### src/hdl/swpd_pkg.sv
// ----------------------------------------------------------------------------
// swpd_pkg
// Shared types, constants and table functions for the sine wave pixel
// displacer: register map, size limits, mod-360 reciprocals, sine ROM entry.
// ----------------------------------------------------------------------------
package swpd_pkg;

  localparam int unsigned DIM_W      = 13;
  localparam int unsigned MAX_DIM    = 4096;
  localparam int unsigned REG_ADDR_W = 5;
  localparam int unsigned ROM_DEPTH  = 91;
  localparam int unsigned STEP_DEPTH = 128;

  // floor(x / 360) by reciprocal, exact over the stated input ranges
  localparam int unsigned MOD12_K     = 2913;   // x < 4096
  localparam int unsigned MOD12_SHIFT = 20;
  localparam int unsigned MOD16_K     = 46604;  // x < 65536
  localparam int unsigned MOD16_SHIFT = 24;

  localparam int unsigned SINE_Q        = 30;
  localparam logic [63:0] PI_Q30        = 64'd3373259426;
  localparam int unsigned TAYLOR_DIV [8] = '{6, 20, 42, 72, 110, 156, 210, 272};

  typedef enum logic [2:0] {
    REG_DIRECTION,
    REG_EDGE_MODE,
    REG_AMPLITUDE,
    REG_WAVELENGTH,
    REG_WIDTH,
    REG_HEIGHT,
    REG_DEPTH
  } reg_index_t;

  // Quarter-wave sine entry for a whole degree 0..90, rom_bits fraction bits.
  function automatic logic [63:0] sine_entry(input int unsigned deg,
                                             input int unsigned rom_bits);
    logic [63:0] x;
    logic [63:0] x2;
    logic [63:0] term;
    longint      sum;
    logic [63:0] res;
    x    = (64'(deg) * PI_Q30 + 64'd90) / 64'd180;
    x2   = (x * x) >> SINE_Q;
    term = x;
    sum  = longint'(x);
    for (int k = 1; k <= 8; k++) begin
      term = (term * x2) >> SINE_Q;
      term = term / 64'(TAYLOR_DIV[k-1]);
      if (k % 2 == 1) begin
        sum = sum - longint'(term);
      end else begin
        sum = sum + longint'(term);
      end
    end
    if (sum < 0) begin
      sum = 0;
    end
    if (deg == 90) begin
      res = 64'd1 << rom_bits;
    end else begin
      res = (64'(sum) + (64'd1 << (SINE_Q - rom_bits - 1))) >> (SINE_Q - rom_bits);
    end
    return res;
  endfunction

  function automatic logic [DIM_W-1:0] clamp_dim(input logic [DIM_W-1:0] v);
    logic [DIM_W-1:0] r;
    if (v == '0) begin
      r = DIM_W'(1);
    end else if (32'(v) > MAX_DIM) begin
      r = DIM_W'(MAX_DIM);
    end else begin
      r = v;
    end
    return r;
  endfunction

endpackage

### src/hdl/sine_wave_pixel_displacer_core.sv
// ----------------------------------------------------------------------------
// sine_wave_pixel_displacer_core
// Moves each source pixel onto a sine wave: destination coordinates from a
// sine ROM offset, in extend or hold-and-wrap edge mode. APB config port.
// ----------------------------------------------------------------------------
// One request per clock, every clock: busy stays low and the nine-stage
// pipeline (two mod-360 reductions, quadrant fold, sine ROM, amplitude
// multiply, edge handling) returns each result on a one-cycle done strobe in
// request order. The receiver cannot stall the strobe. Configuration may be
// written only with no request in flight; register i sits at byte address
// 4*i.
module sine_wave_pixel_displacer_core import swpd_pkg::*; #(
  parameter int unsigned SINE_ROM_BITS = 18
) (
  input  logic                  clk,
  input  logic                  rst,
  input  logic                  start,
  output logic                  busy,
  input  logic [11:0]           src_x,
  input  logic [11:0]           src_y,
  input  logic [23:0]           pixel_in,
  input  logic                  last_in,
  output logic                  done,
  output logic [12:0]           dest_x,
  output logic [12:0]           dest_y,
  output logic [23:0]           pixel_out,
  output logic                  out_of_range,
  output logic                  last_out,
  input  logic                  psel,
  input  logic                  penable,
  input  logic                  pwrite,
  input  logic [REG_ADDR_W-1:0] paddr,
  input  logic [31:0]           pwdata,
  output logic [31:0]           prdata,
  output logic                  pready
);

  localparam int unsigned STAGES = 9;
  localparam int unsigned ROM_W  = SINE_ROM_BITS + 1;
  localparam int unsigned PROD_W = ROM_W + 8;

  typedef struct packed {
    logic [11:0] sx;
    logic [11:0] sy;
    logic [23:0] pix;
    logic        last;
  } item_t;

  // configuration
  logic             direction;
  logic             edge_mode;
  logic [7:0]       amplitude;
  logic [6:0]       wavelength;
  logic [DIM_W-1:0] image_width;
  logic [DIM_W-1:0] image_height;
  logic             pixel_depth;
  logic [7:0]       wave_step;
  logic [DIM_W-1:0] size_w;
  logic [DIM_W-1:0] size_h;
  logic             cfg_wr;

  // constant tables
  logic [ROM_W-1:0] sine_rom [ROM_DEPTH];
  logic [7:0]       step_tab [STEP_DEPTH];

  for (genvar g = 0; g < ROM_DEPTH; g++) begin : g_rom
    localparam logic [63:0] ENTRY = sine_entry(g, SINE_ROM_BITS);
    assign sine_rom[g] = ROM_W'(ENTRY);
  end

  for (genvar g = 0; g < STEP_DEPTH; g++) begin : g_step
    localparam int unsigned STEP = 180 / ((g == 0) ? 1 : g);
    assign step_tab[g] = 8'(STEP);
  end

  assign pready = 1'b1;
  assign busy   = 1'b0;
  assign cfg_wr = psel & penable & pwrite & pready;

  always_ff @(posedge clk) begin
    if (rst) begin
      direction    <= 1'b0;
      edge_mode    <= 1'b0;
      amplitude    <= '0;
      wavelength   <= 7'd1;
      image_width  <= DIM_W'(1);
      image_height <= DIM_W'(1);
      pixel_depth  <= 1'b0;
      wave_step    <= 8'd180;
      size_w       <= DIM_W'(1);
      size_h       <= DIM_W'(1);
    end else if (cfg_wr) begin
      case (reg_index_t'(paddr[4:2]))
        REG_DIRECTION:  direction <= pwdata[0];
        REG_EDGE_MODE:  edge_mode <= pwdata[0];
        REG_AMPLITUDE:  amplitude <= pwdata[7:0];
        REG_WAVELENGTH: begin
          wavelength <= pwdata[6:0];
          wave_step  <= step_tab[pwdata[6:0]];
        end
        REG_WIDTH: begin
          image_width <= pwdata[DIM_W-1:0];
          size_w      <= clamp_dim(pwdata[DIM_W-1:0]);
        end
        REG_HEIGHT: begin
          image_height <= pwdata[DIM_W-1:0];
          size_h       <= clamp_dim(pwdata[DIM_W-1:0]);
        end
        REG_DEPTH:      pixel_depth <= pwdata[0];
        default: ;
      endcase
    end
  end

  always_comb begin
    case (reg_index_t'(paddr[4:2]))
      REG_DIRECTION:  prdata = 32'(direction);
      REG_EDGE_MODE:  prdata = 32'(edge_mode);
      REG_AMPLITUDE:  prdata = 32'(amplitude);
      REG_WAVELENGTH: prdata = 32'(wavelength);
      REG_WIDTH:      prdata = 32'(image_width);
      REG_HEIGHT:     prdata = 32'(image_height);
      REG_DEPTH:      prdata = 32'(pixel_depth);
      default:        prdata = '0;
    endcase
  end

  // pipeline
  logic [STAGES-1:1] vld;
  item_t             item_q [1:STAGES-1];

  logic [11:0]        idx1;
  logic [3:0]         q1;
  logic [8:0]         r2;
  logic [15:0]        p3;
  logic [15:0]        p4;
  logic [7:0]         q4;
  logic [6:0]         deg5;
  logic               neg5;
  logic [ROM_W-1:0]   rom6;
  logic               neg6;
  logic signed [8:0]  off7;
  logic signed [14:0] t8;
  logic signed [14:0] tp8;
  logic signed [14:0] tm8;
  logic               lo8;
  logic               hi8;
  logic [12:0]        ext8;

  logic [11:0]        idx_in;
  logic [8:0]         ang5;
  logic [6:0]         deg_c;
  logic               neg_c;
  logic [PROD_W-1:0]  prod7;
  logic [7:0]         mag7;
  logic [11:0]        coord8;
  logic [DIM_W-1:0]   size8;
  logic signed [14:0] t_c;
  logic signed [14:0] sz_c;
  logic signed [14:0] tf9;
  logic               oor9;
  logic [12:0]        shifted9;

  assign idx_in = direction ? src_y : src_x;
  assign ang5   = 9'(p4 - 16'(q4) * 16'd360);

  always_comb begin
    if (ang5 inside {[0:90]}) begin
      deg_c = 7'(ang5);
      neg_c = 1'b0;
    end else if (ang5 inside {[91:180]}) begin
      deg_c = 7'(9'd180 - ang5);
      neg_c = 1'b0;
    end else if (ang5 inside {[181:270]}) begin
      deg_c = 7'(ang5 - 9'd180);
      neg_c = 1'b1;
    end else begin
      deg_c = 7'(9'd360 - ang5);
      neg_c = 1'b1;
    end
  end

  assign prod7  = PROD_W'(amplitude) * PROD_W'(rom6);
  assign mag7   = 8'(prod7 >> SINE_ROM_BITS);
  assign coord8 = direction ? item_q[7].sx : item_q[7].sy;
  assign size8  = direction ? size_w : size_h;
  assign sz_c   = $signed({2'b00, size8});
  assign t_c    = $signed({3'b000, coord8}) + $signed({{6{off7[8]}}, off7});

  always_comb begin
    if (lo8) begin
      tf9 = tp8;
    end else if (hi8) begin
      tf9 = tm8;
    end else begin
      tf9 = t8;
    end
    oor9 = edge_mode && ((tf9 < 0) || (tf9 >= $signed({2'b00, size8})));
    if (!edge_mode) begin
      shifted9 = ext8;
    end else if (oor9) begin
      shifted9 = '0;
    end else begin
      shifted9 = tf9[12:0];
    end
  end

  always_ff @(posedge clk) begin
    if (rst) begin
      vld  <= '0;
      done <= 1'b0;
    end else begin
      vld  <= {vld[STAGES-2:1], start & ~busy};
      done <= vld[STAGES-1];
    end
  end

  always_ff @(posedge clk) begin
    item_q[1] <= '{sx: src_x, sy: src_y, pix: pixel_in, last: last_in};
    for (int s = 2; s < STAGES; s++) begin
      item_q[s] <= item_q[s-1];
    end
    idx1 <= idx_in;
    q1   <= 4'((24'(idx_in) * 24'(MOD12_K)) >> MOD12_SHIFT);
    r2   <= 9'(idx1 - 12'(q1) * 12'd360);
    p3   <= 16'(r2) * 16'(wave_step);
    p4   <= p3;
    q4   <= 8'((32'(p3) * 32'(MOD16_K)) >> MOD16_SHIFT);
    deg5 <= deg_c;
    neg5 <= neg_c;
    rom6 <= sine_rom[deg5];
    neg6 <= neg5;
    off7 <= neg6 ? -$signed({1'b0, mag7}) : $signed({1'b0, mag7});
    t8   <= t_c;
    tp8  <= t_c + sz_c;
    tm8  <= t_c - sz_c;
    lo8  <= t_c < 0;
    hi8  <= t_c >= sz_c;
    ext8 <= 13'(t_c + $signed({7'b0, amplitude}));
    dest_x       <= direction ? shifted9 : {1'b0, item_q[8].sx};
    dest_y       <= direction ? {1'b0, item_q[8].sy} : shifted9;
    pixel_out    <= pixel_depth ? item_q[8].pix : {16'b0, item_q[8].pix[7:0]};
    out_of_range <= oor9;
    last_out     <= item_q[8].last;
  end

  a_latency: assert property (@(posedge clk) disable iff (rst)
    (start && !busy) |-> ##STAGES done)
    else $error("request did not complete after pipeline latency");

  a_oor_hold: assert property (@(posedge clk) disable iff (rst)
    (done && out_of_range) |-> edge_mode)
    else $error("out_of_range raised in extend mode");

  a_oor_zero: assert property (@(posedge clk) disable iff (rst)
    (done && out_of_range) |-> (direction ? (dest_x == '0) : (dest_y == '0)))
    else $error("out_of_range result with nonzero shifted coordinate");

  a_hold_in: assert property (@(posedge clk) disable iff (rst)
    (done && edge_mode && !out_of_range) |->
      (direction ? (dest_x < size_w) : (dest_y < size_h)))
    else $error("wrapped coordinate outside image without flag");

  a_depth: assert property (@(posedge clk) disable iff (rst)
    (done && !pixel_depth) |-> (pixel_out[23:8] == '0))
    else $error("eight-bit pixel with upper bytes set");

endmodule

### config.mk
export PLATFORM = sky130hd
export DESIGN_NAME = sine_wave_pixel_displacer_core
export DESIGN_NICKNAME = d
export VERILOG_FILES = /design/src/hdl/swpd_pkg.sv /design/src/hdl/sine_wave_pixel_displacer_core.sv
export SDC_FILE = /design/constraint.sdc
export NUM_CORES = 2
export LEC_CHECK = 0
export BUFFER_PORTS_ARGS = -buffer_cell sky130_fd_sc_hd__buf_2
export CAP_MARGIN = 25
export CORE_UTILIZATION = 45
export CTS_CLUSTER_DIAMETER = 200
export DETAILED_ROUTE_END_ITERATION = 12
export GPL_ROUTABILITY_DRIVEN = 0
export MAX_ROUTING_LAYER = met4
export PLACE_DENSITY = 0.58
export SYNTH_ARGS = -nofsm -noshare
export SYNTH_HDL_FRONTEND = slang
export SYNTH_SLANG_ARGS = --single-unit
### constraint.sdc
create_clock -name clk -period 7.2 [get_ports clk]
set_input_delay 1.08 -clock clk [delete_from_list [all_inputs] [get_ports clk]]
set_output_delay 1.08 -clock clk [all_outputs]
set_load 0.01 [all_outputs]
# Word-level counts from Yosys, hierarchy flattened

Memories as Yosys holds them, arrays and structs flattened. A register that Yosys moved wholly into a read port is not among the register bits.
Cells that the tools add are included.
W data, S select, Z words.

Reduce and logical (&&, ||, !) cells: 14
Bitwise operators: 4
$lt $le $gt $ge: 11
Add/subtract/negate cells: 10
Mux-type cells: 17
Multiply operators: 6
Eq/ne operators: 6

Operator list:

| cell                     | number |
|---|---|
| $pmux W13 S7             | 1 |
| $mux W13                 | 5 |
| $mux W12                 | 4 |
| $mul A16 B14 Y30 const B | 1 |
| $mux W15                 | 2 |
| $mul A8 B19 Y26          | 1 |
| $mul A12 B12 Y24 const B | 1 |
| $mux W7                  | 3 |
| $sub A9 B9 Y9            | 2 |
| $mul A9 B8 Y16           | 1 |
| $not A7 Y8               | 2 |
| $add A14 B14 Y15         | 1 |
| $ge A15 B14 Y1           | 1 |
| $lt A15 B1 Y1 const B    | 1 |
| $sub A14 B14 Y15         | 1 |
| $add A13 B9 Y14          | 1 |
| $ge A14 B14 Y1           | 1 |
| $lt A14 B1 Y1 const B    | 1 |
| $reduce_and A2 Y1        | 7 |
| $add A13 B9 Y13          | 1 |
| $gt A13 B13 Y1 const B   | 1 |
| $logic_not A13 Y1        | 1 |
| $eq A3 B3 Y1 const B     | 3 |
| $ge A9 B1 Y1 const B     | 1 |
| other kinds (19)         | 24 |

ROM bits: 3,456
Register bits: 263
Memories kept: 3
Output and inout port bits: 87
Word-level logic and storage cells: 107
Bits of input ports: 92
RAM bits: 392

Memories:

| memory          | words | width | read ports | clocked after Yosys merged registers in | write ports | RTL line                              | text |
|---|---|---|---|---|---|---|---|
| (no name shown) | 128   | 19    | 1          | 1                                       | 0           | sine_wave_pixel_displacer_core.sv:231 | `rom6 <= sine_rom[deg5];` |
| (no name shown) | 128   | 8     | 1          | 1                                       | 0           | sine_wave_pixel_displacer_core.sv:99  | `wave_step <= step_tab[pwdata[6:0]];` |
| item_q          | 8     | 49    | 8          | 0                                       | 8           | sine_wave_pixel_displacer_core.sv:130 | `item_t item_q [1:STAGES-1];` |

# Longest topological paths before layout

Depth after elaboration: 8
Mapped depth: 22
Gate-level depth less buffers: 21

# Least setup slack after synthesis

No wires, ideal clock.

Path type: register to register
From: reg amplitude[7]
To: reg off7[4]
Cell stages (with the launch flop): 22
Arrival: 5.299 ns
Path buffers: 1
Slack: 1.776 ns
Setup time: 0.125 ns
Clock period less this slack: 5.424 ns
Required time: 7.075 ns
Path through: dfxtp_1 -> clkbuf_1 -> nand2_1 -> fa_1 -> fa_1 -> inv_1 -> fa_1 -> inv_1 -> fa_1 -> inv_1 -> ha_1 -> a211oi_1 -> o21bai_1 -> a211oi_1 -> o21ai_0 -> a311oi_1 -> xnor2_1 -> ha_1 -> or3b_1 -> o41ai_1 -> a221oi_1 -> xnor2_1

Word-level cells in the longest chain between the ends: 3

RTL lines:

| element                | RTL line                              | text |
|---|---|---|
| start, declared        | sine_wave_pixel_displacer_core.sv:52  | `logic [7:0] amplitude;` |
| start signal, assigned | sine_wave_pixel_displacer_core.sv:96  | `REG_AMPLITUDE: amplitude <= pwdata[7:0];` |
| $mul A8 B19 Y26 *      | sine_wave_pixel_displacer_core.sv:183 | `assign prod7 = PROD_W'(amplitude) * PROD_W'(rom6);` |
| $neg A8 Y9             | sine_wave_pixel_displacer_core.sv:233 | `off7 <= neg6 ? -$signed({1'b0, mag7}) : $signed({1'b0, mag7});` |
| $mux W8 *              | sine_wave_pixel_displacer_core.sv:233 |  |
| end signal, assigned   | sine_wave_pixel_displacer_core.sv:233 |  |
| end, declared          | sine_wave_pixel_displacer_core.sv:142 | `logic signed [8:0] off7;` |

Mark *: on every way between the ends. The rest lies on a longest branch, timed or not.
A chain may end at the register's enable or synchronous reset.

# Final worst setup path

From: reg amplitude[2]
To: reg off7[4]

The elaborated chain is that of the path after synthesis.

==> metrics <==
CTS tree done; Req. time, crit path between 7000 and 8000 ps; IO Port Bufs approximately 140; largest net degree at the start of global routing 100; Setup TNS Final 0 ps; Slew headroom between 20% and 30%; vias about 23000; critical path peak fanout 22; worst reg-to-reg setup slack between 800 and 900 ps; top post-synthesis cells by area dfxtp_1 39%, fa_1 13%, ha_1 13%; initial antenna violation count 16; crit path capture off7[4]; CTS max path bufs 3; slowest stage delay, CP 970 ps; cell family with most CP delay adder cells; I/O pin count between 150 and 200; Yosys top cell area share about two fifths; CP Class reg2reg; clk slew on worst S/H paths around 60 ps; Root Driver clkbuf_16; Crit path top cell by count fa_1; Slew Limit Fails 0; RSZ-0062 raised after global routing false; WL met3 between 4000 and 5000 µm; outcome completed; Cell Rows between 100 and 150; final hold viol count 0; clk sink count around 680; H-tree depth 3; Core Area between 70000 and 80000 µm²; WL met2 32900 µm; Initial Util 45.5%; endpoint type of the worst setup path flip-flop; Final period util between 80 and 90%; layout cell share with drive strength beyond 1 ~9%; Synth Flop Type dfxtp_1; crit-path cells nand2_1 -> fa_1 -> fa_1 -> inv_1 -> fa_1 -> inv_1 -> fa_1 -> inv_1 -> ha_1 -> a211oi_1 -> o21bai_1 -> a211oi_1 -> o21ai_0 -> a311oi_1 -> xnor2_1 -> ha_1 -> or3b_1 -> o41ai_1 -> a221oi_1 -> xnor2_1; Hold Crit Class reg2reg; final setup vio count 0; worst-margin pin slew 1050 ps; Post-synth top cells 678 x dfxtp_1, 417 x inv_1, 358 x ha_1, 294 x nand2_1, 232 x fa_1; met1 wire length 35200 µm; CP bufs+invs 3; Vias/cell 5.01; most numerous cell in the Yosys netlist dfxtp_1; min cycle time layout 6320 ps; gr usage total between 20% and 30%; DIE AREA 77700 µm²; CP max-delay cell dfxtp_1; share of synthesized registers carrying an async set or reset 0%; number of iterations in the first detailed-routing pass 7; Worst Skew between 30 and 40 ps; Die Wd between 200 and 300 µm; CP Launch Type flip-flop; final net count roughly 4200; CTS Buf Count 70; first-pass GRT wire length about 120000 µm; post-synthesis sequential area ratio roughly two fifths; post-synthesis register bit count 678; highest metal used met4; CP Launch Point amplitude[2]; Reg2Reg Depth 20; DR WL/cell ~16 µm; Mapped Avg Cell Area around 10 µm²; vias in the first global route about 23000; number of synthesis warnings 0; DPL Wire Length approximately 55000 µm; antenna-violating nets left 0; Clk Latency, worst-skew pair a little over 600 ps; setup repair bufs after CTS 0; total routed wirelength about 74000 µm; max frequency 158 MHz; Post-CTS Resized 0; area grow syn2layout 11.2%; WP depth 20; gr ovfl total 0; DRC viols 0; Max Cap Viol 0; Post-Synthesis Cells about 3400; initial drt markers between 1000 and 1500; Synth Cell Area around 34000 µm²; Critical R2R Capture off7[4]; Reg2Reg Launch Point amplitude[2]; EDFF count, synth 0; largest area contributor in the netlist dfxtp_1; Hold WS 309 ps; CTS Hold Buffers Added 0; die height 279 µm; Unique masters post-synth 77; CP Data Arrival Time roughly 6800 ps
==> per-layer routing <==
layer	global-route usage, %	vias to the layer above
li1	-	11500
met5	-	-
met2	30.9	518
met3	4.42	108
met1	26.9	10800
met4	4.90	0
==> worst min path at each step <==
stage                   startpoint              to  slack (ps)  cells after the start
finish               item_q[0][89]  item_q[0][138]         310                      0
global route        item_q[0][247]  item_q[0][296]         320                      0
CTS                 item_q[0][247]  item_q[0][296]         310                      0
detailed placement   item_q[0][94]  item_q[0][143]         310                      0
global placement    item_q[0][147]  item_q[0][196]         310                      0
floorplan            item_q[0][51]  item_q[0][100]         310                      0
==> layout by cell type (no fill, tap or decap), types with 23 or more instances in the layout <==
| master | n |
|---|---|
| xnor2_1 | 88 |
| o211ai_1 | 42 |
| nor2b_1 | 49 |
| nand3_1 | 38 |
| a21o_1 | 25 |
| dfxtp_1 | 674 |
| o21ai_0 | 137 |
| nand2_1 | 294 |
| buf_2 | 136 |
| fa_1 | 232 |
| a31oi_1 | 24 |
| inv_1 | 417 |
| and2_1 | 169 |
| nand2b_1 | 23 |
| a21oi_1 | 207 |
| mux2i_1 | 56 |
| clkbuf_16 | 72 |
| xor2_1 | 25 |
| ha_1 | 358 |
| buf_4 | 24 |
| nor2_1 | 146 |
==> metrics by stage <==
step           cell area (µm²)  utilization [%]  setup slack [ps]  instances
6_report                 38300             50.5               881       4579
5_1_grt                  38300             50.5               304       4578
3_5_place_dp             36000             47.4               797       4438
4_1_cts                  38300             50.5               758       4565
2_1_floorplan            34500                -              1780       3466
3_3_place_gp             35900             47.4               839       4436
==> kinds of logic after synthesis <==
| family | after synthesis | share of synthesized area (%) |
|---|---|---|
| AND/OR/NAND/NOR | 794 | 11.1 |
| flip-flops | 678 | 39.4 |
| AO/OA/AOI/OAI | 599 | 10.8 |
| adder cells (fa/ha/maj) | 590 | 26.5 |
| buffers and inverters | 587 | 6.62 |
| XOR/XNOR | 113 | 2.87 |
| multiplexers | 84 | 2.74 |
| other | 2 | 0.0218 |
==> state kept, by name (all words and copies together), names as in the netlist, 13 cells and up <==
name          count
pixel_out        24
tp8              15
image_height     13
image_width      13
p3               16
size_w           13
rom6             19
ext8             13
dest_y           13
tm8              14
t8               13
size_h           13
item_q          392
dest_x           13
==> layout make-up <==
type | count | area (µm²)
Timing Repair Buffer | 161 | 888
Inverter | 421 | 1580
Clock buffer | 94 | 1990
Tap cell | 978 | 1220
Multi-Input combinational cell | 2201 | 18700
Fill cell | 7037 | 37500
Clock inverter | 33 | 324
Antenna cell | 13 | 32.5
Sequential cell | 678 | 13600
Power is not shown: default switching activity piles up to over one toggle a cycle in this logic, so the estimate is an artifact.
